<file path="config.mk">
export PLATFORM = sky130hd
export DESIGN_NAME = elc_band
export DESIGN_NICKNAME = d
export VERILOG_FILES = /design/src/rtl/elevation_to_light_color_top_assert.svh /design/src/rtl/elc_pkg.sv /design/src/rtl/elc_band.sv
export SDC_FILE = /design/constraint.sdc
export NUM_CORES = 1
export LEC_CHECK = 0
export BUFFER_PORTS_ARGS = -buffer_cell sky130_fd_sc_hd__buf_2
export CORE_MARGIN = 3
export CORE_UTILIZATION = 45
export DETAILED_ROUTE_END_ITERATION = 7
export PLACE_DENSITY_LB_ADDON = 0.08
export RECOVER_POWER = 100
export SETUP_SLACK_MARGIN = 0.2
export SLEW_MARGIN = 20
export SYNTH_ARGS = -nofsm -noshare
export SYNTH_HDL_FRONTEND = slang
export SYNTH_SLANG_ARGS = --single-unit
</file>
<file path="constraint.sdc">
create_clock -name clk -period 5.2 [get_ports clk]
set_clock_uncertainty 0.15 [all_clocks]
set_input_delay 0.26 -clock clk [delete_from_list [all_inputs] [get_ports clk]]
set_output_delay 0.26 -clock clk [all_outputs]
set_load 0.005 [all_outputs]
</file>
<file path="src/rtl/elevation_to_light_color_top_assert.svh">
// Assertion macros used by the top-level RTL.
`ifndef ELEVATION_TO_LIGHT_COLOR_TOP_ASSERT_SVH
`define ELEVATION_TO_LIGHT_COLOR_TOP_ASSERT_SVH

// Same-cycle implication, checked outside reset.
`define ELC_ASSERT_IMP(lbl, ante, cons) \
  lbl: assert property (@(posedge clk) disable iff (rst) (ante) |-> (cons)) \
    else $error("elc assertion failed");

// Next-cycle implication, checked outside reset.
`define ELC_ASSERT_NXT(lbl, ante, cons) \
  lbl: assert property (@(posedge clk) disable iff (rst) (ante) |=> (cons)) \
    else $error("elc assertion failed");

`endif

</file>
<file path="src/rtl/elc_pkg.sv">
`timescale 1ns / 1ps
package elc_pkg;

  localparam int ELEV_W      = 11;
  localparam int LVL_W       = 8;
  localparam int KELV_W      = 13;
  localparam int X_W         = 8;
  localparam int NK_W        = 17;
  localparam int NB_W        = 12;
  localparam int QK_W        = 10;
  localparam int QB_W        = 6;
  localparam int SPANK_W     = 10;
  localparam int SPANB_W     = 6;
  localparam int DIV_W       = 8;
  localparam int RECIP_W     = 13;
  localparam int RECIP_SH    = 18;
  localparam int MK_W        = NK_W + RECIP_W;
  localparam int MB_W        = NB_W + RECIP_W;
  localparam int ROM_DEPTH   = 5001;
  localparam int ROM_IDX_W   = 13;
  localparam int IN_TDATA_W  = 16;
  localparam int OUT_TDATA_W = 48;

  localparam logic [KELV_W-1:0] KELV_MIN      = 13'd1500;
  localparam logic [KELV_W-1:0] KELV_MAX      = 13'd6500;
  localparam logic [KELV_W-1:0] KELV_BLUE_MIN = 13'd1900;
  localparam logic [LVL_W-1:0]  LVL_FULL      = 8'd255;

  // Curve constants, unsigned Q24
  localparam logic [63:0] Q24_ONE = 64'd16777216;
  localparam logic [63:0] DEC_ONE = 64'd10000000000;
  localparam logic [63:0] G_COEF  = 64'd99 * Q24_ONE + (64'd4708025861 * Q24_ONE) / DEC_ONE;
  localparam logic [63:0] G_OFFS  = 64'd161 * Q24_ONE + (64'd1195681661 * Q24_ONE) / DEC_ONE;
  localparam logic [63:0] B_COEF  = 64'd138 * Q24_ONE + (64'd5177312231 * Q24_ONE) / DEC_ONE;
  localparam logic [63:0] B_OFFS  = 64'd305 * Q24_ONE + (64'd447927307 * Q24_ONE) / DEC_ONE;

  typedef enum logic [3:0] {
    BAND_NIGHT,
    BAND_ASTRO,
    BAND_NAUT,
    BAND_CIVIL,
    BAND_LOW,
    BAND_MORNING,
    BAND_MID,
    BAND_HIGH,
    BAND_TOP
  } band_t;

  typedef struct packed {
    logic signed [ELEV_W-1:0] lo;
    logic [KELV_W-1:0]        kbase;
    logic [SPANK_W-1:0]       kspan;
    logic [LVL_W-1:0]         bbase;
    logic [SPANB_W-1:0]       bspan;
    logic [DIV_W-1:0]         div;
    logic [RECIP_W-1:0]       recip;
  } band_const_t;

  typedef struct packed {
    band_t          band;
    logic [X_W-1:0] x;
  } sel_t;

  typedef struct packed {
    band_t           band;
    logic [NK_W-1:0] nk;
    logic [NB_W-1:0] nb;
  } prod_t;

  typedef struct packed {
    band_t           band;
    logic [NK_W-1:0] nk;
    logic [NB_W-1:0] nb;
    logic [QK_W-1:0] qk;
    logic [QB_W-1:0] qb;
  } quot_t;

  typedef struct packed {
    logic              night;
    logic [KELV_W-1:0] kelvin;
    logic [LVL_W-1:0]  brightness;
  } light_t;

  typedef struct packed {
    logic [KELV_W-1:0] color_kelvin;
    logic [LVL_W-1:0]  brightness;
    logic [LVL_W-1:0]  blue;
    logic [LVL_W-1:0]  green;
    logic [LVL_W-1:0]  red;
  } color_t;

  typedef logic [2*LVL_W-1:0] rom_word_t;
  typedef rom_word_t rom_t [0:ROM_DEPTH-1];

  function automatic band_const_t band_const(band_t b);
    band_const_t c;
    unique case (b)
      BAND_ASTRO:   c = '{-11'sd180, 13'd1500, 10'd0,    8'd0,   6'd40, 8'd60,  13'd4369};
      BAND_NAUT:    c = '{-11'sd120, 13'd1500, 10'd500,  8'd40,  6'd40, 8'd60,  13'd4369};
      BAND_CIVIL:   c = '{-11'sd60,  13'd2000, 10'd800,  8'd80,  6'd60, 8'd52,  13'd5041};
      BAND_LOW:     c = '{-11'sd8,   13'd2800, 10'd1000, 8'd140, 6'd60, 8'd68,  13'd3855};
      BAND_MORNING: c = '{11'sd60,   13'd3800, 10'd1000, 8'd200, 6'd30, 8'd90,  13'd2912};
      BAND_MID:     c = '{11'sd150,  13'd4800, 10'd700,  8'd230, 6'd20, 8'd150, 13'd1747};
      BAND_HIGH:    c = '{11'sd300,  13'd5500, 10'd400,  8'd255, 6'd0,  8'd200, 13'd1310};
      BAND_TOP:     c = '{11'sd500,  13'd6500, 10'd0,    8'd255, 6'd0,  8'd1,   13'd0};
      default:      c = '{11'sd0,    13'd0,    10'd0,    8'd0,   6'd0,  8'd1,   13'd0};
    endcase
    return c;
  endfunction

  function automatic band_t band_of(logic signed [ELEV_W-1:0] t);
    band_t b;
    if (t < -11'sd180)      b = BAND_NIGHT;
    else if (t < -11'sd120) b = BAND_ASTRO;
    else if (t < -11'sd60)  b = BAND_NAUT;
    else if (t < -11'sd8)   b = BAND_CIVIL;
    else if (t < 11'sd60)   b = BAND_LOW;
    else if (t < 11'sd150)  b = BAND_MORNING;
    else if (t < 11'sd300)  b = BAND_MID;
    else if (t < 11'sd500)  b = BAND_HIGH;
    else                    b = BAND_TOP;
    return b;
  endfunction

  // Shift-subtract quotient, used only while building the color ROM
  function automatic logic [63:0] udiv64(logic [63:0] n, logic [63:0] d);
    logic [63:0] q;
    logic [63:0] r;
    q = '0;
    r = '0;
    for (int i = 63; i >= 0; i--) begin
      r = {r[62:0], n[i]};
      if (r >= d) begin
        r    = r - d;
        q[i] = 1'b1;
      end
    end
    return q;
  endfunction

  function automatic logic [63:0] atanh_q30(logic [63:0] z);
    logic [63:0] sum;
    logic [63:0] p;
    logic [63:0] z2;
    logic        done;
    sum  = z;
    p    = z;
    z2   = (z * z) >> 30;
    done = 1'b0;
    for (int k = 3; k < 99; k += 2) begin
      if (!done) begin
        p = (p * z2) >> 30;
        if (p == 64'd0) done = 1'b1;
        else            sum  = sum + udiv64(p, 64'(k));
      end
    end
    return sum;
  endfunction

  function automatic logic [63:0] ln_q30(logic [31:0] x, logic [63:0] ln2);
    int          n;
    logic [63:0] base;
    logic [63:0] z;
    n = 0;
    for (int i = 0; i < 32; i++) begin
      if (x[i]) n = i;
    end
    base = 64'd1 << n;
    z    = udiv64((64'(x) - base) << 30, 64'(x) + base);
    return (x == 32'd0) ? 64'd0 : 64'(n) * ln2 + 64'd2 * atanh_q30(z);
  endfunction

  function automatic logic [LVL_W-1:0] log_level(logic [63:0] coef, logic [63:0] offs,
                                                 logic [31:0] num, logic [63:0] ln2,
                                                 logic [63:0] ln100);
    logic [63:0] ln_num;
    logic [63:0] lnv;
    logic [63:0] prod;
    logic [63:0] v;
    ln_num = ln_q30(num, ln2);
    lnv    = (ln_num > ln100) ? ln_num - ln100 : 64'd0;
    prod   = (coef * lnv) >> 30;
    v      = (prod > offs) ? (prod - offs) >> 24 : 64'd0;
    return (v > 64'(LVL_FULL)) ? LVL_FULL : v[LVL_W-1:0];
  endfunction

  // Fill every kelvin value the band maps can reach; others stay zero
  function automatic rom_t build_rom();
    rom_t        rom;
    logic [63:0] ln2;
    logic [63:0] ln100;
    band_const_t c;
    int          x;
    int          nk;
    int          q;
    int          k;
    logic [LVL_W-1:0] g;
    logic [LVL_W-1:0] bl;
    rom   = '{default: '0};
    ln2   = 64'd2 * atanh_q30(udiv64(64'd1 << 30, 64'd3));
    ln100 = ln_q30(32'd100, ln2);
    for (int t = -180; t <= 500; t++) begin
      c  = band_const(band_of(ELEV_W'(t)));
      x  = t - int'(c.lo);
      nk = x * int'(c.kspan);
      q  = (nk * int'(c.recip)) >>> RECIP_SH;
      if (nk - q * int'(c.div) >= int'(c.div)) q = q + 1;
      k  = int'(c.kbase) + q;
      g  = log_level(G_COEF, G_OFFS, 32'(k), ln2, ln100);
      bl = (k <= int'(KELV_BLUE_MIN)) ? '0 :
           log_level(B_COEF, B_OFFS, 32'(k - 1000), ln2, ln100);
      rom[k - int'(KELV_MIN)] = {g, bl};
    end
    return rom;
  endfunction

endpackage

</file>
<file path="src/rtl/elc_band.sv">
`timescale 1ns / 1ps
module elc_band (
  input  logic                              clk,
  input  logic                              rst,
  input  logic                              in_valid,
  output logic                              in_ready,
  input  logic signed [elc_pkg::ELEV_W-1:0] elev,
  output logic                              out_valid,
  input  logic                              out_ready,
  output elc_pkg::sel_t                     out_sel
);
  import elc_pkg::*;

  band_t                    band;
  band_const_t              c;
  logic signed [ELEV_W:0]   diff;
  sel_t                     sel_next;

  assign in_ready = !out_valid || out_ready;

  always_comb begin
    band     = band_of(elev);
    c        = band_const(band);
    diff     = {elev[ELEV_W-1], elev} - {c.lo[ELEV_W-1], c.lo};
    sel_next = '{band: band, x: diff[X_W-1:0]};
    if (band == BAND_NIGHT || band == BAND_TOP) sel_next.x = '0;
  end

  always_ff @(posedge clk) begin
    if (rst) out_valid <= 1'b0;
    else if (in_ready) out_valid <= in_valid;
  end

  always_ff @(posedge clk) begin
    if (in_valid && in_ready) out_sel <= sel_next;
  end

endmodule

</file>
Word level (Yosys, flattened, before mapping)
Memories as Yosys holds them, arrays and structs flattened.
Index checks and enable logic that the tools add are counted.
{"block": "word_totals", "register_bits": 13, "romBits": 1008, "input_bits": 15, "output_inout_bits": 14, "wordCells": 27, "n_memories": 1}
{"block": "classes", "addsub": 1, "magnitude_cmp": 8, "eq_ne": 1, "mux": 8, "reduce_logical": 5}
{"memory": "(no name shown)", "depth": 16, "width": 63, "read_ports": 1, "rd_ports_with_merged_regs": 0, "write_ports": 0, "line": "elc_pkg.sv:97", "source": "unique case (b)"}
{"op": "$mux W4", "n": 8}
{"op": "$lt A11 B10 Y1 const B", "n": 2}
{"op": "$lt A11 B7 Y1 const B", "n": 2}
{"op": "$lt A11 B9 Y1 const B", "n": 2}
{"op": "$lt A11 B4 Y1 const B", "n": 1}
{"op": "$lt A11 B8 Y1 const B", "n": 1}
{"op": "$sub A8 B8 Y8", "n": 1}
{"op": "$eq A4 B4 Y1 const B", "n": 1}
{"op": "$logic_not A4 Y1", "n": 1}
{"op": "$logic_or A1 B1 Y1", "n": 2}
{"op": "$logic_and A1 B1 Y1", "n": 1}
{"op": "$logic_not A1 Y1", "n": 1}

Longest topological paths before layout
{"block": "depth", "ltp_word": 11, "depth_mapped": 19, "depth_no_buf": 17}

Worst setup path after synthesis
No wires, ideal clock.
{"block": "synth_timing", "path_type": "input -> register", "start": "input elev[3] in the netlist's numbering", "end": "register out_sel[7] in the netlist's numbering, data pin", "arrival_ps": 3694, "slack_ps": 1095, "cell_stages": 16, "path_cell_list": "buf_6 a21o_1 a211o_1 a2111oi_4 a211oi_2 ha_1 clkbuf_1 nor3_1 a221oi_2 fa_1 nor2b_1 o31ai_1 a211oi_1 xnor2_1 nor3_1 a221o_1"}
{"block": "synth_between", "elab_chain_len": 11, "word_cells_on_any_way": 21}
{"item": "start: declaration", "line": "elc_band.sv:7", "source": "input logic signed [elc_pkg::ELEV_W-1:0] elev,"}
{"item": "$lt A11 B10 Y1", "line": "elc_pkg.sv:120", "source": "else if (t < 11'sd500) b = BAND_HIGH;"}
{"item": "$mux W4", "line": "elc_pkg.sv:120"}
{"item": "$mux W4", "line": "elc_pkg.sv:119", "source": "else if (t < 11'sd300) b = BAND_MID;"}
{"item": "$mux W4", "line": "elc_pkg.sv:118", "source": "else if (t < 11'sd150) b = BAND_MORNING;"}
{"item": "$mux W4", "line": "elc_pkg.sv:117", "source": "else if (t < 11'sd60) b = BAND_LOW;"}
{"item": "$mux W4", "line": "elc_pkg.sv:116", "source": "else if (t < -11'sd8) b = BAND_CIVIL;"}
{"item": "$mux W4", "line": "elc_pkg.sv:115", "source": "else if (t < -11'sd60) b = BAND_NAUT;"}
{"item": "$mux W4", "line": "elc_pkg.sv:114", "source": "else if (t < -11'sd120) b = BAND_ASTRO;"}
{"item": "$mux W4", "line": "elc_pkg.sv:113", "source": "if (t < -11'sd180) b = BAND_NIGHT;"}
{"item": "$mem_v2 Z16 W63 (tied with other cells)"}
{"item": "$sub A8 B8 Y8 or $logic_or A1 B1 Y1 (tied branches)", "line": "elc_band.sv:24, elc_band.sv:26"}
{"item": "end signal: assignment", "line": "elc_band.sv:35", "source": "if (in_valid && in_ready) out_sel <= sel_next;"}
{"item": "end: declaration", "line": "elc_band.sv:10", "source": "output elc_pkg::sel_t out_sel"}
Parallel ways exist; a longest one is shown, timed or not.
A chain may end at the register's enable or synchronous reset.

Worst setup path in the final report
{"block": "layout_timing", "start": "input elev[7] in the netlist's numbering", "end": "register out_sel[7] in the netlist's numbering, data pin"}
Same word-level chain as after synthesis.

==> results <==
- The run finished with clean final reports.
- The number of failing setup endpoints in the final timing report is 0.
- The area added between synthesis and finish is 12.6%.
- The post-CTS resize count is 0.
- Including well taps, the total number of placed cells is 182.
- The standby leakage power is 0.560 nW.
- The worst path in the final design needs a cycle of 4.30 ns, including I/O delays and setup.
- The power per cell area is 225 nW/µm².
- The total die area is 3270 µm².
- The yosys synthesis warning count is 0.
- After detailed routing, the number of vias per cell comes to 5.70.
- The largest fanout on the critical path is 12.
- The detailed-route wire length per cell is 13.7 µm.
- Of the post-synthesis cell area, the dominant cell type holds 0.305.
- The count of state elements after synthesis is 13.
- The routed via count is 1,066.
- The number of port buffers is 28.
- The global router's overall resource usage is 0.165.
- For this run, the detailed router's first-pass iteration total came to 4.
- The count of endpoints failing hold in the final timing report is 0.
- Counting flops with a built-in enable in the synthesized netlist gives 12.
- Once layout is complete, the utilization of the core stands at 0.568.
- The number of levels in the clock H-tree is 1.
- The cell area that synthesis handed to floorplanning was 1180 µm².
- The measured slew at the worst slew-check pin is 0.724 ns.
- Max-cap violations in this run came to 0.
- The top cell type by total area after synthesis is edfxtp_1.
- Traced cell by cell, the critical path runs through clkbuf_1, nand4_1, o21ai_0, nor3b_1, a211oi_2, ha_1, nor3_1, a221oi_1, fa_1, nor2b_1, o311a_1, a211oi_1, xnor2_1, nor3_1, a221o_1.
- Counting every sink on the clock net gives 13.
- In this design, the critical path's most frequently occurring cell is nor3_1.
- The kind of start point of the critical path is an input port.
- The diode insertion count for antenna repair is 0.
- The number of global-route vias before repair is 947.
- The critical path is of the input port to flop type.
- Synthesis handed over a netlist of 135 instances.
- The number of nets still failing antenna checks after routing is 0.
- The initial standard-cell utilization of the core is 0.504.
- The first-pass GRT wire length is 4160 µm.
- The iteration-0 DRC count of the detailed router is 19.
- The setup total negative slack is 0 ns.
- At the end of routability-driven placement, the weighted congestion stood at 0.839.
- The tightest min-delay check is of the input port to flop type.
- The number of antenna violations at the first check in global routing is 0.
- By area the synthesized netlist is led by edfxtp_1, ha_1, a21oi_1.
- Among all cell types in the netlist, the one instantiated most often is edfxtp_1.
- The clock passes through at most 2 buffers.
- The number of design rule violations left after detail routing is 0.
- The commonest cells after synthesis are edfxtp_1, nor2_1, inv_1.
- Based on the critical path, the design can be clocked at up to 233 MHz.
- In the synthesized netlist the dominant register cell turns out to be edfxtp_1.
- The share of the clock period used by the worst path is 0.826.
- In the final layout, the share of cells above drive strength 1 is 0.189.
- The floorplan step set the die width to 57.2 µm.
- The buffer cell driving the clock tree root is clkbuf_4.
- Setup repair after global routing left no endpoint under its margin.
- The share of async-settable or async-resettable flops after synthesis is 0.
- STA classifies the critical path endpoint as a flop.
- The floorplan step set the die height to 57.2 µm.
- The final-report max-slew violation count is 0.
- The pin count of the biggest net entering global routing is 13.
- The half-perimeter wire length of the detailed placement result is 2050 µm.
- The number of inserted filler cells in the final layout is 233.
- The number of CTS-inserted buffers is 3.
- The final-stage net count is 185.
- On the final layout, the worst hold slack is 0.0777 ns.
- For this run, the slowest stage of the critical path takes 0.49 ns.
- The worst pin sits at a relative slew slack of 0.517.
- STA puts the critical path data required time at 5.07 ns.
- The slowest stage cell on the critical path is a211oi_1.
- The setup slack at placement is 0.695 ns.
- Setup slack closes at 0.903 ns.
- The floorplan step defined a core boundary enclosing 2340 µm².
- The worst-case IR drop observed on VDD is 0.000129 V.
- The buffer and inverter count on the worst path is 1.
- STA puts the critical path data arrival time at 4.17 ns.
- The count of distinct cell types in the synthesized netlist is 39.
- Once layout is complete, the cells apart from fillers number 187.
- The sequential fraction of the synthesis area is 0.322.
- For this block, the routed nets add up to 2570 µm of wire.
- Dividing the synthesized area by the synthesized cell count gives 8.74 µm².
- 29 I/O pins were placed.
- The final global-route overflow total is 0.
- The net count after synthesis is 160.
- The family of cells with the greatest summed delay on the critical path is compound AO/OA/AOI/OAI gates.
- TritonCTS built the clock tree.
- The number of rows in the core area is 17.
- After clock tree synthesis, the clock-pin slew on the worst setup and hold paths is 0.07 ns.
- The clock reaches the later pin of the worst-skew pair after 0.27 ns.
-- power by group --
group | switching (mW) | internal (mW) | total (mW)
Clock | 0.0295 | 0.0297 | 0.0592
Combinational | 0.0626 | 0.0458 | 0.108
Sequential | 0.00210 | 0.129 | 0.131
Total | 0.0942 | 0.204 | 0.299
-- worst paths after layout --
kind / startpoint / end / slack, ns / depth (start not counted)
setup / recovery: elev[7] / out_sel[7] / 0.90 / 15
hold / removal: in_valid / out_valid / 0.08 / 3
setup reg to reg: out_valid / out_sel[9] / 3.68 / 2
hold reg to reg: out_valid / out_valid / 0.36 / 2
-- state kept, by name, indices dropped and copies added, names as in the netlist --
register / cells
out_valid: 1
out_sel: 12
-- final cells by class --
type	instances	area (µm²)	area share
multi-input combinational	103	706	0.531
sequential	13	380	0.286
timing repair buffer	29	144	0.108
inverter	10	37.5	0.0282
tap	28	35.0	0.0264
clock buffer	4	26.3	0.0198
-- tightest hold or removal path: stages --
cell,delay [ns]
buf_2,0.10
inv_1,0.04
a21oi_1,0.05
-- through the flow --
| step | power [mW] | area (µm²) |
|---|---|---|
| floorplan | 0.211 | 1180 |
| global placement | 0.240 | 1310 |
| detailed placement | 0.243 | 1310 |
| CTS | 0.304 | 1340 |
| global route | 0.321 | 1330 |
| finish | 0.299 | 1330 |
-- repair_timing --
action | 4_1_cts | 5_1_grt
buffers inserted | 0 | 0
hold buffers | 1 | 0
endpoints found under the setup margin | 0 | 0
hold endpoints to repair | 1 | 0
-- cell usage in the layout (no fill, tap or decap), drive strengths merged, types with 5 or more instances in the layout --
cell type | Yosys | layout
buf | 3 | 23
edfxtp | 12 | 12
nor2 | 11 | 11
inv | 10 | 10
a21oi | 9 | 9
ha | 9 | 9
clkbuf | 6 | 9
o21ai | 8 | 8
nor3 | 7 | 7
nor2b | 6 | 6
nand2 | 6 | 6
nand4 | 5 | 5
-- kinds of logic (layout without fill, tap and decap cells) --
family          after synthesis  after routing  synth area share
simple gates                 58             58             0.267
compound gates               33             33             0.209
buf+inv                      19             43            0.0742
flops                        13             13             0.322
fa+ha+maj                    10             10             0.112
xor+xnor                      2              2            0.0148
-- metal layers --
metal,GRT usage,routed length [µm]
met5,0,0
met3,0.0204,126
met4,0.0894,55
met1,0.208,1180
met2,0.274,1210
Power figures use the tool's default switching activity.
