## src/rtl/elevation_to_light_color_top_assert.svh

```systemverilog
// Assertion macros used by the top-level RTL.
`ifndef ELEVATION_TO_LIGHT_COLOR_TOP_ASSERT_SVH
`define ELEVATION_TO_LIGHT_COLOR_TOP_ASSERT_SVH

// Same-cycle implication, checked outside reset.
`define ELC_ASSERT_IMP(lbl, ante, cons) \
  lbl: assert property (@(posedge clk) disable iff (rst) (ante) |-> (cons)) \
    else $error("elc assertion failed");

// Next-cycle implication, checked outside reset.
`define ELC_ASSERT_NXT(lbl, ante, cons) \
  lbl: assert property (@(posedge clk) disable iff (rst) (ante) |=> (cons)) \
    else $error("elc assertion failed");

`endif

```

## src/rtl/elc_pkg.sv

```systemverilog
`timescale 1ns / 1ps
package elc_pkg;

  localparam int ELEV_W      = 11;
  localparam int LVL_W       = 8;
  localparam int KELV_W      = 13;
  localparam int X_W         = 8;
  localparam int NK_W        = 17;
  localparam int NB_W        = 12;
  localparam int QK_W        = 10;
  localparam int QB_W        = 6;
  localparam int SPANK_W     = 10;
  localparam int SPANB_W     = 6;
  localparam int DIV_W       = 8;
  localparam int RECIP_W     = 13;
  localparam int RECIP_SH    = 18;
  localparam int MK_W        = NK_W + RECIP_W;
  localparam int MB_W        = NB_W + RECIP_W;
  localparam int ROM_DEPTH   = 5001;
  localparam int ROM_IDX_W   = 13;
  localparam int IN_TDATA_W  = 16;
  localparam int OUT_TDATA_W = 48;

  localparam logic [KELV_W-1:0] KELV_MIN      = 13'd1500;
  localparam logic [KELV_W-1:0] KELV_MAX      = 13'd6500;
  localparam logic [KELV_W-1:0] KELV_BLUE_MIN = 13'd1900;
  localparam logic [LVL_W-1:0]  LVL_FULL      = 8'd255;

  // Curve constants, unsigned Q24
  localparam logic [63:0] Q24_ONE = 64'd16777216;
  localparam logic [63:0] DEC_ONE = 64'd10000000000;
  localparam logic [63:0] G_COEF  = 64'd99 * Q24_ONE + (64'd4708025861 * Q24_ONE) / DEC_ONE;
  localparam logic [63:0] G_OFFS  = 64'd161 * Q24_ONE + (64'd1195681661 * Q24_ONE) / DEC_ONE;
  localparam logic [63:0] B_COEF  = 64'd138 * Q24_ONE + (64'd5177312231 * Q24_ONE) / DEC_ONE;
  localparam logic [63:0] B_OFFS  = 64'd305 * Q24_ONE + (64'd447927307 * Q24_ONE) / DEC_ONE;

  typedef enum logic [3:0] {
    BAND_NIGHT,
    BAND_ASTRO,
    BAND_NAUT,
    BAND_CIVIL,
    BAND_LOW,
    BAND_MORNING,
    BAND_MID,
    BAND_HIGH,
    BAND_TOP
  } band_t;

  typedef struct packed {
    logic signed [ELEV_W-1:0] lo;
    logic [KELV_W-1:0]        kbase;
    logic [SPANK_W-1:0]       kspan;
    logic [LVL_W-1:0]         bbase;
    logic [SPANB_W-1:0]       bspan;
    logic [DIV_W-1:0]         div;
    logic [RECIP_W-1:0]       recip;
  } band_const_t;

  typedef struct packed {
    band_t          band;
    logic [X_W-1:0] x;
  } sel_t;

  typedef struct packed {
    band_t           band;
    logic [NK_W-1:0] nk;
    logic [NB_W-1:0] nb;
  } prod_t;

  typedef struct packed {
    band_t           band;
    logic [NK_W-1:0] nk;
    logic [NB_W-1:0] nb;
    logic [QK_W-1:0] qk;
    logic [QB_W-1:0] qb;
  } quot_t;

  typedef struct packed {
    logic              night;
    logic [KELV_W-1:0] kelvin;
    logic [LVL_W-1:0]  brightness;
  } light_t;

  typedef struct packed {
    logic [KELV_W-1:0] color_kelvin;
    logic [LVL_W-1:0]  brightness;
    logic [LVL_W-1:0]  blue;
    logic [LVL_W-1:0]  green;
    logic [LVL_W-1:0]  red;
  } color_t;

  typedef logic [2*LVL_W-1:0] rom_word_t;
  typedef rom_word_t rom_t [0:ROM_DEPTH-1];

  function automatic band_const_t band_const(band_t b);
    band_const_t c;
    unique case (b)
      BAND_ASTRO:   c = '{-11'sd180, 13'd1500, 10'd0,    8'd0,   6'd40, 8'd60,  13'd4369};
      BAND_NAUT:    c = '{-11'sd120, 13'd1500, 10'd500,  8'd40,  6'd40, 8'd60,  13'd4369};
      BAND_CIVIL:   c = '{-11'sd60,  13'd2000, 10'd800,  8'd80,  6'd60, 8'd52,  13'd5041};
      BAND_LOW:     c = '{-11'sd8,   13'd2800, 10'd1000, 8'd140, 6'd60, 8'd68,  13'd3855};
      BAND_MORNING: c = '{11'sd60,   13'd3800, 10'd1000, 8'd200, 6'd30, 8'd90,  13'd2912};
      BAND_MID:     c = '{11'sd150,  13'd4800, 10'd700,  8'd230, 6'd20, 8'd150, 13'd1747};
      BAND_HIGH:    c = '{11'sd300,  13'd5500, 10'd400,  8'd255, 6'd0,  8'd200, 13'd1310};
      BAND_TOP:     c = '{11'sd500,  13'd6500, 10'd0,    8'd255, 6'd0,  8'd1,   13'd0};
      default:      c = '{11'sd0,    13'd0,    10'd0,    8'd0,   6'd0,  8'd1,   13'd0};
    endcase
    return c;
  endfunction

  function automatic band_t band_of(logic signed [ELEV_W-1:0] t);
    band_t b;
    if (t < -11'sd180)      b = BAND_NIGHT;
    else if (t < -11'sd120) b = BAND_ASTRO;
    else if (t < -11'sd60)  b = BAND_NAUT;
    else if (t < -11'sd8)   b = BAND_CIVIL;
    else if (t < 11'sd60)   b = BAND_LOW;
    else if (t < 11'sd150)  b = BAND_MORNING;
    else if (t < 11'sd300)  b = BAND_MID;
    else if (t < 11'sd500)  b = BAND_HIGH;
    else                    b = BAND_TOP;
    return b;
  endfunction

  // Shift-subtract quotient, used only while building the color ROM
  function automatic logic [63:0] udiv64(logic [63:0] n, logic [63:0] d);
    logic [63:0] q;
    logic [63:0] r;
    q = '0;
    r = '0;
    for (int i = 63; i >= 0; i--) begin
      r = {r[62:0], n[i]};
      if (r >= d) begin
        r    = r - d;
        q[i] = 1'b1;
      end
    end
    return q;
  endfunction

  function automatic logic [63:0] atanh_q30(logic [63:0] z);
    logic [63:0] sum;
    logic [63:0] p;
    logic [63:0] z2;
    logic        done;
    sum  = z;
    p    = z;
    z2   = (z * z) >> 30;
    done = 1'b0;
    for (int k = 3; k < 99; k += 2) begin
      if (!done) begin
        p = (p * z2) >> 30;
        if (p == 64'd0) done = 1'b1;
        else            sum  = sum + udiv64(p, 64'(k));
      end
    end
    return sum;
  endfunction

  function automatic logic [63:0] ln_q30(logic [31:0] x, logic [63:0] ln2);
    int          n;
    logic [63:0] base;
    logic [63:0] z;
    n = 0;
    for (int i = 0; i < 32; i++) begin
      if (x[i]) n = i;
    end
    base = 64'd1 << n;
    z    = udiv64((64'(x) - base) << 30, 64'(x) + base);
    return (x == 32'd0) ? 64'd0 : 64'(n) * ln2 + 64'd2 * atanh_q30(z);
  endfunction

  function automatic logic [LVL_W-1:0] log_level(logic [63:0] coef, logic [63:0] offs,
                                                 logic [31:0] num, logic [63:0] ln2,
                                                 logic [63:0] ln100);
    logic [63:0] ln_num;
    logic [63:0] lnv;
    logic [63:0] prod;
    logic [63:0] v;
    ln_num = ln_q30(num, ln2);
    lnv    = (ln_num > ln100) ? ln_num - ln100 : 64'd0;
    prod   = (coef * lnv) >> 30;
    v      = (prod > offs) ? (prod - offs) >> 24 : 64'd0;
    return (v > 64'(LVL_FULL)) ? LVL_FULL : v[LVL_W-1:0];
  endfunction

  // Fill every kelvin value the band maps can reach; others stay zero
  function automatic rom_t build_rom();
    rom_t        rom;
    logic [63:0] ln2;
    logic [63:0] ln100;
    band_const_t c;
    int          x;
    int          nk;
    int          q;
    int          k;
    logic [LVL_W-1:0] g;
    logic [LVL_W-1:0] bl;
    rom   = '{default: '0};
    ln2   = 64'd2 * atanh_q30(udiv64(64'd1 << 30, 64'd3));
    ln100 = ln_q30(32'd100, ln2);
    for (int t = -180; t <= 500; t++) begin
      c  = band_const(band_of(ELEV_W'(t)));
      x  = t - int'(c.lo);
      nk = x * int'(c.kspan);
      q  = (nk * int'(c.recip)) >>> RECIP_SH;
      if (nk - q * int'(c.div) >= int'(c.div)) q = q + 1;
      k  = int'(c.kbase) + q;
      g  = log_level(G_COEF, G_OFFS, 32'(k), ln2, ln100);
      bl = (k <= int'(KELV_BLUE_MIN)) ? '0 :
           log_level(B_COEF, B_OFFS, 32'(k - 1000), ln2, ln100);
      rom[k - int'(KELV_MIN)] = {g, bl};
    end
    return rom;
  endfunction

endpackage

```

## src/rtl/elc_map.sv

```systemverilog
`timescale 1ns / 1ps
module elc_map (
  input  logic            clk,
  input  logic            rst,
  input  logic            in_valid,
  output logic            in_ready,
  input  elc_pkg::sel_t   in_sel,
  output logic            out_valid,
  input  logic            out_ready,
  output elc_pkg::light_t out_light
);
  import elc_pkg::*;

  logic            prod_valid;
  logic            prod_ready;
  prod_t           prod;
  logic            quot_valid;
  logic            quot_ready;
  quot_t           quot;
  band_const_t     cp;
  band_const_t     cq;
  band_const_t     cr;
  prod_t           prod_next;
  logic [MK_W-1:0] mk;
  logic [MB_W-1:0] mb;
  quot_t           quot_next;
  logic [NK_W-1:0] rk;
  logic [NB_W-1:0] rb;
  logic [QK_W-1:0] qk_fix;
  logic [QB_W-1:0] qb_fix;
  light_t          light_next;

  assign quot_ready = !out_valid || out_ready;
  assign prod_ready = !quot_valid || quot_ready;
  assign in_ready   = !prod_valid || prod_ready;

  // span products
  always_comb begin
    cp        = band_const(in_sel.band);
    prod_next = '{band: in_sel.band,
                  nk:   NK_W'(in_sel.x) * NK_W'(cp.kspan),
                  nb:   NB_W'(in_sel.x) * NB_W'(cp.bspan)};
  end

  // quotient estimate by reciprocal
  always_comb begin
    cq        = band_const(prod.band);
    mk        = MK_W'(prod.nk) * MK_W'(cq.recip);
    mb        = MB_W'(prod.nb) * MB_W'(cq.recip);
    quot_next = '{band: prod.band, nk: prod.nk, nb: prod.nb,
                  qk: mk[RECIP_SH +: QK_W], qb: mb[RECIP_SH +: QB_W]};
  end

  // correct estimate by one, add band base
  always_comb begin
    cr     = band_const(quot.band);
    rk     = quot.nk - NK_W'(quot.qk) * NK_W'(cr.div);
    rb     = quot.nb - NB_W'(quot.qb) * NB_W'(cr.div);
    qk_fix = quot.qk + QK_W'(rk >= NK_W'(cr.div));
    qb_fix = quot.qb + QB_W'(rb >= NB_W'(cr.div));
    light_next = '{night:      quot.band == BAND_NIGHT,
                   kelvin:     cr.kbase + KELV_W'(qk_fix),
                   brightness: cr.bbase + LVL_W'(qb_fix)};
  end

  always_ff @(posedge clk) begin
    if (rst) begin
      prod_valid <= 1'b0;
      quot_valid <= 1'b0;
      out_valid  <= 1'b0;
    end else begin
      if (in_ready)   prod_valid <= in_valid;
      if (prod_ready) quot_valid <= prod_valid;
      if (quot_ready) out_valid  <= quot_valid;
    end
  end

  always_ff @(posedge clk) begin
    if (in_valid && in_ready)     prod      <= prod_next;
    if (prod_valid && prod_ready) quot      <= quot_next;
    if (quot_valid && quot_ready) out_light <= light_next;
  end

endmodule

```

## config.mk

```make
export PLATFORM = sky130hd
export DESIGN_NAME = elc_map
export DESIGN_NICKNAME = d
export VERILOG_FILES = /design/src/rtl/elevation_to_light_color_top_assert.svh /design/src/rtl/elc_pkg.sv /design/src/rtl/elc_map.sv
export SDC_FILE = /design/constraint.sdc
export NUM_CORES = 1
export LEC_CHECK = 0
export BUFFER_PORTS_ARGS = -buffer_cell sky130_fd_sc_hd__buf_2
export CAP_MARGIN = 20
export CORE_ASPECT_RATIO = 0.7
export CORE_UTILIZATION = 47
export CTS_CLUSTER_SIZE = 24
export DETAILED_ROUTE_END_ITERATION = 16
export PLACE_DENSITY_LB_ADDON = 0.15
export RECOVER_POWER = 100
export REMOVE_ABC_BUFFERS = 1
export SETUP_SLACK_MARGIN = 0.4
export SYNTH_ARGS = -nofsm -noshare
export SYNTH_HDL_FRONTEND = slang
export SYNTH_SLANG_ARGS = --single-unit
```

## constraint.sdc

```tcl
create_clock -name clk -period 19.7 [get_ports clk]
set_clock_uncertainty 0.15 [all_clocks]
set_input_delay 1.97 -clock clk [delete_from_list [all_inputs] [get_ports clk]]
set_output_delay 1.97 -clock clk [all_outputs]
set_load 0.01 [all_outputs]
```

== Word level (Yosys, flattened, before mapping) ==
Memories as Yosys holds them, arrays and structs flattened. A register that Yosys moved wholly into a read port is not among the register bits.
Index checks and enable logic that the tools add are counted.

* Register bits: 107
* ROM bits: 3024
* Bits of input ports: 16
* Output and inout bits: 24
* Memories: 3

* $add $sub $neg: 6
* Multiply operators: 6
* $lt $le $gt $ge: 2
* Muxes and demuxes: 2
* Reductions and logical operators: 10

{| class="wikitable"
|+ Memory list
! memory !! words !! width !! rd ports !! clocked after memory_dff !! write ports !! line !! source
|-
| (name not given) || 16 || 63 || 1 || 1 || 0 || elc_pkg.sv:97 || <nowiki>unique case (b)</nowiki>
|-
| (name not given) || 16 || 63 || 1 || 1 || 0 || elc_pkg.sv:97 ||
|-
| (name not given) || 16 || 63 || 1 || 0 || 0 || elc_pkg.sv:97 ||
|}

{| class="wikitable"
|+ Operators by type and width
! operator !! count
|-
| $mul 17x13->28 || 1
|-
| $mul 12x13->24 || 1
|-
| $ge 17x8->1 || 1
|-
| $mul 10x8->17 || 1
|-
| $mul 8x10->17 || 1
|-
| $sub 17x17->17 || 1
|-
| $add 13x10->13 || 1
|-
| $ge 12x8->1 || 1
|-
| $mul 6x8->12 || 1
|-
| $mul 8x6->12 || 1
|-
| $sub 12x12->12 || 1
|-
| $add 10x1->10 || 1
|-
| $add 8x6->8 || 1
|-
| $mux 4 || 2
|-
| $add 6x1->6 || 1
|-
| $logic_not 4->1 || 1
|-
| $logic_and 1x1->1 || 3
|-
| $logic_not 1->1 || 3
|-
| $logic_or 1x1->1 || 3
|}

== Logic depth before layout (Yosys ltp) ==
* Depth after elaboration: 6
* Depth in mapped cells: 35
* Mapped depth without buffers: 34

== Worst setup path after synthesis ==
Ideal clock, no wire load.

* Kind: register to register
* Start point: register quot[11] in the netlist's numbering
* End point: register out_light[20] in the netlist's numbering (data pin)
* Library setup time: 0.260 ns
* Data arrival time: 7.383 ns
* Required time: 19.290 ns
* Setup slack: 11.907 ns
* Cell stages (with the launch flop): 34
* Period minus slack after synthesis: 7.793 ns
* Cell sequence: edfxtp_1 > clkbuf_1 > and2_1 > fa_1 > inv_1 > fa_1 > fa_1 > inv_1 > fa_1 > inv_1 > ha_1 > nor2b_1 > nor3_1 > xnor2_1 > ha_1 > a2111oi_0 > o311ai_0 > nor2_1 > o2111ai_1 > nor4_2 > o311ai_1 > ha_1 > ha_1 > xor2_1 > ha_1 > fa_1 > a21o_1 > a21oi_1 > o21bai_1 > a21oi_1 > o21bai_1 > a21oi_1 > nor2_1 > xor2_1

{| class="wikitable"
|+ RTL lines
! element !! line !! source
|-
| start, declared || elc_map.sv:19 || <nowiki>quot_t quot;</nowiki>
|-
| start signal, assigned || elc_map.sv:80 || <nowiki>if (prod_valid && prod_ready) quot <= quot_next;</nowiki>
|-
| end signal, assigned || elc_map.sv:81 || <nowiki>if (quot_valid && quot_ready) out_light <= light_next;</nowiki>
|-
| end, declared || elc_map.sv:10 || <nowiki>output elc_pkg::light_t out_light</nowiki>
|}

==> flow_summary.json <==
{
  "path_class": "reg2reg",
  "cp_top_family": "adder cells",
  "period_minus_slack_ps": 8939,
  "die_y_um": 187.9,
  "fp.coreArea_um2": 48290,
  "final_area_um2": 24490,
  "post_cts_buffers": 0,
  "syn_area_um2": 23190,
  "cpPeakStageDelay_ps": 910,
  "synth_top_area_share_pct": 33.15,
  "start_kind": "register",
  "setup_viol": 0,
  "critPathCapture": "out_light[20]$_DFFE_PP_",
  "tns_ps": 0,
  "fp.dieArea_um2": 50250,
  "numCtsBuffers": 17,
  "crit_path_end_kind": "register",
  "route.met2.wl_um": 22820,
  "clockBufferDepth": 2,
  "path_depth": 32,
  "rows": 67,
  "ant_nets": 0,
  "avgSynthCellArea_um2": 9.505,
  "fill_cells": 4556,
  "combPwrFrac_pct": 75.5,
  "drc": 0,
  "p_sw_mw": 1.813,
  "crit_path_top_delay_cell": "dfxtp_1",
  "total_power_mw": 3.501,
  "leakagePower_nw": 11.91,
  "path_buf_inv": 2,
  "critPathLaunch": "cr[48]$_SDFF_PP0_",
  "ctsHtreeMaxLevel": 4,
  "synth.area.top_cells": "fa_1 33%, ha_1 16%, edfxtp_1 13%, inv_1 8.3%, and2_1 6.8%",
  "r2r_cells": 32,
  "hp-class": "reg2reg",
  "max_freq_mhz": 111.9,
  "vias": 15820,
  "ios": 40,
  "drt_iter0_drc": 727,
  "dr.max_layer_used": "met4",
  "synthArstFlopShare_pct": 0,
  "path_clk_slew_ps": 70,
  "ys_types": 67,
  "yosysSeqAreaShare_pct": 16.06,
  "grt_max_degree": 47,
  "ys_ff_latch": 137,
  "critPathArrivalTime_ps": 9000,
  "synth_edf_count": 98,
  "yosys_most_used_dff": "edfxtp_1",
  "start_util_pct": 48.03,
  "rsz0062_at_grt": "no",
  "crit_path_max_fanout": 19,
  "p_per_area_nw_per_um2": 142.9,
  "peakVddDrop_mv": 0.2321,
  "track_usage_pct": 23.40,
  "root_buffer": "clkbuf_16",
  "cts_tree": "yes",
  "synth_cells": 2440,
  "wl_per_cell_um": 17.31,
  "max_slew_margin_pct": -78.23,
  "worst_slack_ps": 10760,
  "intPower_mw": 1.688,
  "worstMarginPinSlew_ps": 2673,
  "io_buffers": 39,
  "cts_sinks": 137,
  "dr_wl_met3_um": 2768,
  "yosysWarnings": 0,
  "area_growth_pct": 5.605,
  "clock_power_share_pct": 9.4,
  "grt-ovfl-total": 0,
  "slew_viol_final": 47,
  "fin_crit_sh_pct": 45.38,
  "yosysTopAreaCell": "fa_1",
  "fp.dieW_um": 267.5,
  "antenna_found_initial": 1,
  "wl_met1_um": 27550,
  "hold_viol": 0,
  "place_area_um2": 23960,
  "grt_pass1_vias": 17200,
  "sw_frac_of_total_pct": 51.79,
  "drtPass1Iterations": 7,
  "r2r_slack_ps": 10760,
  "antenna_cells": 0,
  "final_net_count": 3117,
  "rr_startpoint": "cr[48]$_SDFF_PP0_",
  "via_per_inst": 5.115,
  "hp-start": "prod_valid$_SDFFE_PP0N_",
  "wl_um": 53540,
  "postLayoutCoreUtil_pct": 50.72,
  "gp_congestion": 0.8514,
  "cap_violations": 1,
  "clock_latency_ps": 460,
  "hpwl_um": 43620,
  "grt_pass1_wl_um": 91910,
  "ctsHoldBuffers": 0,
  "required_ps": 19760,
  "pwr-share-seq_pct": 15.2,
  "reg2reg_to": "out_light[20]$_DFFE_PP_",
  "dpl_worst_slack_ps": 11010,
  "status": "complete, but fails checks",
  "post_cts_resized": 0,
  "drive_gt1_share_pct": 2.912,
  "violations": "capacitance limit, slew limit"
}
## synth_stat cells, drive strengths merged, types with 9 or more instances
library cell  count
o21a             10
ha              292
xor2             27
nand2b           12
nand3            18
nor3             20
dfxtp            39
a31oi             9
o21ai            50
fa              384
nor2b            12
xnor2            74
a21o             25
and2            252
nor2             63
inv             515
edfxtp           98
nand2           296
o21bai           15
clkbuf           84
a21oi            62
## worst reg2reg max path: cells and delay by family, from the launching register on
family	cells	cell delay, ps
xor gates and xnor gates	3	510
DFF	1	910
and+or+nand+nor	6	860
adders and majority gates	10	3830
buffers and inverters	2	90
AOI/OAI and AO/OA	11	2360
## registers in the layout (all words and copies together), names as in the netlist
name and count:
quot 46, prod 30, cr 25, out_light 22, cq 11, out_valid 1
prod_valid 1, quot_valid 1
## power by group through the flow
stage	combinational, mW	clock (mW)	sequential, mW
after floorplan	1.99	0	0.468
after global placement	2.58	0	0.531
after detailed placement	2.62	0	0.534
after CTS	2.65	0.336	0.528
after global routing	3.07	0.347	0.540
final	2.64	0.329	0.531
## through the flow
step	hold WS [ps]	std cells
after global routing	369.0	3093
after global placement	348.9	3058
final	342.6	3093
after CTS	367.2	3090
after floorplan	293.2	2354
after detailed placement	357.1	3058
## logic make-up after synthesis
family          synth area share [%]
simple gates                   14.88
flops                          16.06
compound gates                 6.183
buf+inv                        9.743
mux                           0.4208
fa+ha+maj                      48.90
xor+xnor                       3.814
## how the worst min path moves through the flow
| stage | endpoint | cells after the start |
|---|---|---|
| floorplan | quot[46]$_DFFE_PP_ | 0 |
| global placement | quot_valid$_SDFFE_PP0P_ | 2 |
| detailed placement | quot_valid$_SDFFE_PP0P_ | 2 |
| CTS | quot_valid$_SDFFE_PP0P_ | 2 |
| global route | quot_valid$_SDFFE_PP0P_ | 2 |
| finish | quot_valid$_SDFFE_PP0P_ | 2 |
## area by class of cell
class	count	area (um2)	share of cell area [%]
timing repair buffer	52	246.5	1.006
tap	655	819.5	3.346
clock buffer	17	425.4	1.737
multi-input combinational	1702	17170	70.10
sequential	137	3724	15.20
clock inverter	15	175.2	0.7152
inverter	515	1933	7.893
## layout by cell type (no fill, tap or decap), types with 27 or more instances in the layout
cell type and instances:
dfxtp_1 39, inv_1 514, ha_1 292, clkbuf_1 31, nor2_1 63, a21oi_1 60
xnor2_1 74, o21ai_0 47, nand2_1 296, and2_1 242, edfxtp_1 98, fa_1 384
xor2_1 27
## routing by layer
| metal | GRT usage [%] | up-vias |
|---|---|---|
| met3 | 3.874 | 33 |
| met2 | 34.72 | 355 |
| met4 | 3.451 | 0 |
| met1 | 36.31 | 7959 |
| met5 | 0 | - |
| li1 | - | 7475 |
Note: power is estimated with default switching activity, not from simulation.
